### src/hw/rtl/stc_pkg.sv
package stc_pkg;

   localparam int COORD_BITS_DEF = 16;
   localparam int REL_BITS       = 3;
   localparam int NUM_ORIENT     = 10;
   localparam int LATENCY        = 4;

   typedef enum logic [REL_BITS-1:0] {
      REL_OUTSIDE      = 3'd0,
      REL_OVERLAPPING  = 3'd1,
      REL_TOUCHING     = 3'd2,
      REL_INSIDE       = 3'd3,
      REL_INTERSECTING = 3'd4
   } relation_type;

   // sign of an exact value: negative, zero, or (neither) positive
   typedef struct packed {
      logic neg;
      logic zero;
   } sign_type;

   // sign of the product of two signs
   function automatic sign_type sign_mul(sign_type a, sign_type b);
      sign_type r;
      r.zero = a.zero | b.zero;
      r.neg  = ~r.zero & (a.neg ^ b.neg);
      return r;
   endfunction

endpackage

### src/hw/rtl/stc_orient.sv
// Exact orientation sign of (d x p): sign(d_x*p_y - p_x*d_y).
// Two register stages: products, then the sign of their difference.
module stc_orient #(
   parameter int COORD_BITS = stc_pkg::COORD_BITS_DEF
) (
   input  logic                        clock,
   input  logic signed [COORD_BITS:0]  d_x,
   input  logic signed [COORD_BITS:0]  d_y,
   input  logic signed [COORD_BITS:0]  p_x,
   input  logic signed [COORD_BITS:0]  p_y,
   output stc_pkg::sign_type           sign
);

   localparam int W  = COORD_BITS + 1;
   localparam int PW = 2 * W;

   logic signed [PW-1:0] prod_a_ff, prod_b_ff;
   logic signed [PW:0]   diff;
   stc_pkg::sign_type    sign_ff, sign_in;

   always_ff @(posedge clock) begin
      prod_a_ff <= PW'(d_x) * PW'(p_y);
      prod_b_ff <= PW'(p_x) * PW'(d_y);
   end

   always_comb begin
      diff         = {prod_a_ff[PW-1], prod_a_ff} - {prod_b_ff[PW-1], prod_b_ff};
      sign_in.neg  = diff[PW];
      sign_in.zero = (diff == '0);
   end

   always_ff @(posedge clock) begin
      sign_ff <= sign_in;
   end

   assign sign = sign_ff;

endmodule

### config.mk
export PLATFORM = sky130hd
export DESIGN_NAME = stc_orient
export DESIGN_NICKNAME = d
export VERILOG_FILES = /design/src/hw/rtl/stc_pkg.sv /design/src/hw/rtl/stc_orient.sv
export SDC_FILE = /design/constraint.sdc
export NUM_CORES = 2
export LEC_CHECK = 0
export BUFFER_PORTS_ARGS = -buffer_cell sky130_fd_sc_hd__buf_4
export CAP_MARGIN = 20
export CORE_MARGIN = 4
export CORE_UTILIZATION = 45
export CTS_BUF_LIST = sky130_fd_sc_hd__clkbuf_8
export DETAILED_ROUTE_END_ITERATION = 12
export SKIP_LAST_GASP = 1
export SYNTH_ARGS = -nofsm -noshare
export SYNTH_HDL_FRONTEND = slang
export SYNTH_SLANG_ARGS = --single-unit
### constraint.sdc
create_clock -name clock -period 16.35 [get_ports clock]
set_input_delay 3.27 -clock clock [delete_from_list [all_inputs] [get_ports clock]]
set_output_delay 3.27 -clock clock [all_outputs]
set_load 0.05 [all_outputs]
# Yosys cells after proc, flatten, opt, wreduce, memory -nomap -nowiden
# Index checks and enable logic that the tools add are counted.
[classes]
addsub = 1
reduce_logical = 1
n_mul = 2
[op_table]
columns = ["cell", "n"]
rows = [
  ["$mul A17 B17 Y34", 2],
  ["$logic_not A35 Y1", 1],
  ["$sub A34 B34 Y35", 1],
]
[totals]
ff_bits = 70
in_bits = 69

# Longest topological paths before layout
[logic_depth]
ltp_word = 2
depth_mapped = 26
depth_no_buf = 25

# Least setup slack after synthesis
# Ideal clock, no wire load.
[synth_timing]
kind = "input to register"
from = "in p_y[8]"
to = "reg prod_a_ff[33]"
setup_time_ns = 0.074
cell_stages = 26
arrival_time_ns = 9.167
setup_slack_ns = 7.109
path_buffers = 2
path_cell_list = "clkbuf_1 -> clkbuf_1 -> nand2_1 -> fa_1 -> inv_1 -> fa_1 -> inv_1 -> fa_1 -> inv_1 -> fa_1 -> fa_1 -> inv_1 -> fa_1 -> inv_1 -> ha_1 -> and4_1 -> and2_1 -> a221oi_1 -> a31o_2 -> o21bai_1 -> a31oi_1 -> o31a_1 -> a21oi_1 -> o21ai_0 -> a21oi_1 -> a31oi_1"
[synth_via]
elab_chain_cells = 1
[synth_rtl]
columns = ["item", "line_no", "source"]
rows = [
  ["start, declared", "stc_orient.sv:10", "input logic signed [COORD_BITS:0] p_y,"],
  ["$mul A17 B17 Y34", "stc_orient.sv:22", "prod_a_ff <= PW'(d_x) * PW'(p_y);"],
  ["end signal, assigned", "stc_orient.sv:22", ""],
  ["end, declared", "stc_orient.sv:17", "logic signed [PW-1:0] prod_a_ff, prod_b_ff;"],
]
# Every way passes these cells.

# Worst setup path after layout
[layout_timing]
from = "in p_x[9]"
to = "reg prod_b_ff[31]"
[layout_via]
elab_chain_cells = 1
[layout_rtl]
columns = ["item", "line_no", "source"]
rows = [
  ["start, declared", "stc_orient.sv:9", "input logic signed [COORD_BITS:0] p_x,"],
  ["$mul A17 B17 Y34", "stc_orient.sv:23", "prod_b_ff <= PW'(p_x) * PW'(d_y);"],
  ["end signal, assigned", "stc_orient.sv:23", ""],
  ["end, declared", "stc_orient.sv:17", ""],
]
# Every way passes these cells.

==> results.py <==
metrics = {
    "outcome": {
        "status": "finished clean",
    },
    "route": {
        "wl_per_cell_um": 16.0,
        "vias": 17900,
        "drt_iter0_drc": 954,
        "drtPass1Iterations": 5,
        "drtAntennaViolNets": 0,
        "wl_um": 55700,
        "via_per_inst": 5.12,
        "drc": 0,
    },
    "sta": {
        "rsz0062_at_grt": "false",
        "finalHoldViolations": 0,
        "slew_violations": 0,
        "setup_viol": 0,
        "worst_slew_pin_slew_ns": 0.705,
        "fmax_ghz": 0.108,
        "setup_tns_ns": 0,
        "finalCritPeriodShare_pct": 56.6,
        "slew_headroom_pct": 51.8,
        "skew_ns": 0.00698,
        "fin_crit_ns": 9.26,
        "final.setup.worst_slack_ns": 7.09,
    },
    "die": {
        "rows": 86,
        "core_area_um2": 55100,
        "die_h_um": 244,
        "ioPinCount": 71,
        "dieArea_um2": 59500,
        "die-width_um": 244,
        "start_util_pct": 45.4,
    },
    "worst_setup_path": {
        "worst_setup_path_start_kind": "input port",
        "cp_slowest_cell": "fa_1",
        "crit_buf_inv": 5,
        "required_ns": 16.61,
        "worstPathMaxFanout": 17,
        "path_delay_family": "adder cells",
        "worst_path_most_repeated_cell": "fa_1",
        "crit_arrival_ns": 9.52,
        "crit_chain": "buf_4 > and2_1 > fa_1 > inv_1 > fa_1 > fa_1 > inv_1 > fa_1 > fa_1 > inv_1 > fa_1 > inv_1 > ha_1 > a21o_1 > a21oi_1 > nor3b_1 > a221oi_1 > a41oi_1 > o221ai_1 > nand4_1 > nand2_1 > a41oi_1 > nor2b_1 > xnor2_1",
        "end_kind": "flop",
        "path_class": "in -> reg",
        "max_stage_delay_ns": 0.53,
    },
    "placement": {
        "place_congestion": 0.872,
        "io_buffers": 70,
        "dpl.hpwl_um": 47400,
        "pre_cts_slack_ns": 6.74,
        "place_area_um2": 26200,
    },
    "worst_hold_path": {
        "hp-class": "reg -> reg",
    },
    "yosys": {
        "syn_area_per_cell_um2": 9.12,
        "yosysUniqueCellTypes": 64,
        "ys_seq_area_share_pct": 5.60,
        "synth_ff_type": "dfxtp_1",
        "ys.warnings.count": 0,
        "syn_area_um2": 25000,
        "synth_edf_count": 0,
        "synthesis.nets": 3611,
        "synthArstFlopShare_pct": 0,
        "ys_seq_elements": 70,
        "syn-instance-count": 2745,
    },
    "layout": {
        "final_cell_mix": "675 x inv_1, 593 x fa_1, 299 x nand2_1, 295 x and2_1, 204 x ha_1",
        "num-fill-cells": 5383,
        "drive_above_1_share_pct": 3.64,
        "diodes": 0,
        "final_nets": 3608,
        "area_delta_synth_final_pct": 5.58,
        "final_common_cell": "inv_1",
        "finalInstanceArea_um2": 26400,
        "final_core_util_pct": 48.0,
    },
    "global_routing": {
        "grt_util_all_layers_pct": 20.0,
        "grt_first_pass_wirelength_um": 96700,
        "grt_pass1_vias": 19600,
        "overflow": 0,
        "grt_max_degree": 18,
        "antenna_found_initial": 0,
    },
    "cts": {
        "clk_pin_slew_ns": 0.07,
        "cts-hold-fix-buffers": 0,
        "cts_root_buffer": "clkbuf_8",
        "clk_path_buf_depth": 2,
        "cts_sinks": 70,
        "numCtsBuffers": 9,
        "ctsResizeCount": 0,
        "clk_latency_ns": 0.37,
        "cts_tree": "built",
        "h-tree-depth": 3,
        "post_cts_buffers": 0,
    },
    "flow_run": {
        "cap_violations": 0,
    },
}
worst paths after layout:
kind / slack (ns) / cells after the start / start / endpoint
setup / recovery: 7.09 / 24 / p_x[9] / prod_b_ff[31]
hold / removal: 0.74 / 3 / prod_a_ff[33] / sign[1]
setup reg to reg: 11.34 / 14 / prod_a_ff[0] / sign[0]
hold reg to reg: 0.74 / 3 / prod_a_ff[33] / sign[1]
per-stage QoR:
step	instances	hold slack [ns]
finish	3494	0.745
floorplan	2745	0.632
global placement	3479	0.780
global route	3494	0.797
detailed placement	3479	0.735
CTS	3494	0.756
cells by family after synthesis:
family	count (synthesis)	share of synthesized area (%)
AO/OA/AOI/OAI	261	6.82
adder cells (fa/ha/maj)	797	57.6
multiplexers	4	0.165
flip-flops	70	5.60
buffers and inverters	759	11.4
AND/OR/NAND/NOR	770	15.5
XOR/XNOR	84	2.94
routing by layer:
metal	vias up	share of wire, %	track usage [%]	routed length, um
li1	8179	-	-	-
met1	9236	42	27.0	23600
met2	369	51	34.9	28600
met3	89	4.1	2.17	2300
met4	0	2.2	4.41	1230
met5	-	0	0	0
area by class of cell:
| cell class | instances | area (um^2) | area share, % |
|---|---|---|---|
| Sequential cell | 70 | 1400 | 5.30 |
| Timing Repair Buffer | 70 | 526 | 1.99 |
| Clock buffer | 9 | 124 | 0.469 |
| Clock inverter | 6 | 135 | 0.511 |
| Inverter | 675 | 2530 | 9.58 |
| Multi-Input combinational cell | 1916 | 20800 | 78.6 |
| Tap cell | 748 | 936 | 3.54 |
synth_stat cells, types with 5 or more instances:
cell type | instances | share of area [%]
a21oi_1 | 80 | 1.6
a211oi_1 | 13 | 0.39
nor3_1 | 15 | 0.30
clkbuf_1 | 75 | 1.1
or3_1 | 6 | 0.15
xnor2_1 | 65 | 2.3
o31ai_1 | 6 | 0.18
o2111ai_1 | 6 | 0.21
buf_2 | 6 | 0.12
a21o_1 | 32 | 0.96
nor2b_1 | 10 | 0.25
o21ai_0 | 49 | 0.98
o31a_1 | 6 | 0.21
inv_1 | 675 | 10
nand2_1 | 299 | 4.5
nand3_1 | 13 | 0.26
o21a_1 | 5 | 0.15
a311oi_1 | 6 | 0.21
dfxtp_1 | 70 | 5.6
nor2_1 | 77 | 1.2
and2_1 | 295 | 7.4
fa_1 | 593 | 47
o211ai_1 | 10 | 0.30
o21bai_1 | 8 | 0.24
nand4_1 | 8 | 0.20
xor2_1 | 19 | 0.66
a31oi_1 | 8 | 0.20
ha_1 | 204 | 10
and3_1 | 5 | 0.12
nand2b_1 | 22 | 0.55
worst register-to-register path, stage by stage, from the launching register on:
cell	delay, ns
dfxtp_1	0.37
inv_1	0.06
ha_1	0.25
fa_1	0.41
xor2_1	0.18
o2111ai_1	0.24
a2111oi_0	0.63
o211ai_1	0.25
a2111oi_0	0.45
nand4_1	0.13
nor4_1	0.60
o2111ai_1	0.23
nor4_1	0.42
nand3_1	0.19
a2111oi_2	0.47
sequential cells by signal, indices dropped and copies added (netlist names):
| signal | cells |
|---|---|
| prod_a_ff | 34 |
| prod_b_ff | 34 |
| sign | 2 |
Power is not shown: default switching activity piles up to over one toggle a cycle in this logic, so the estimate is an artifact.
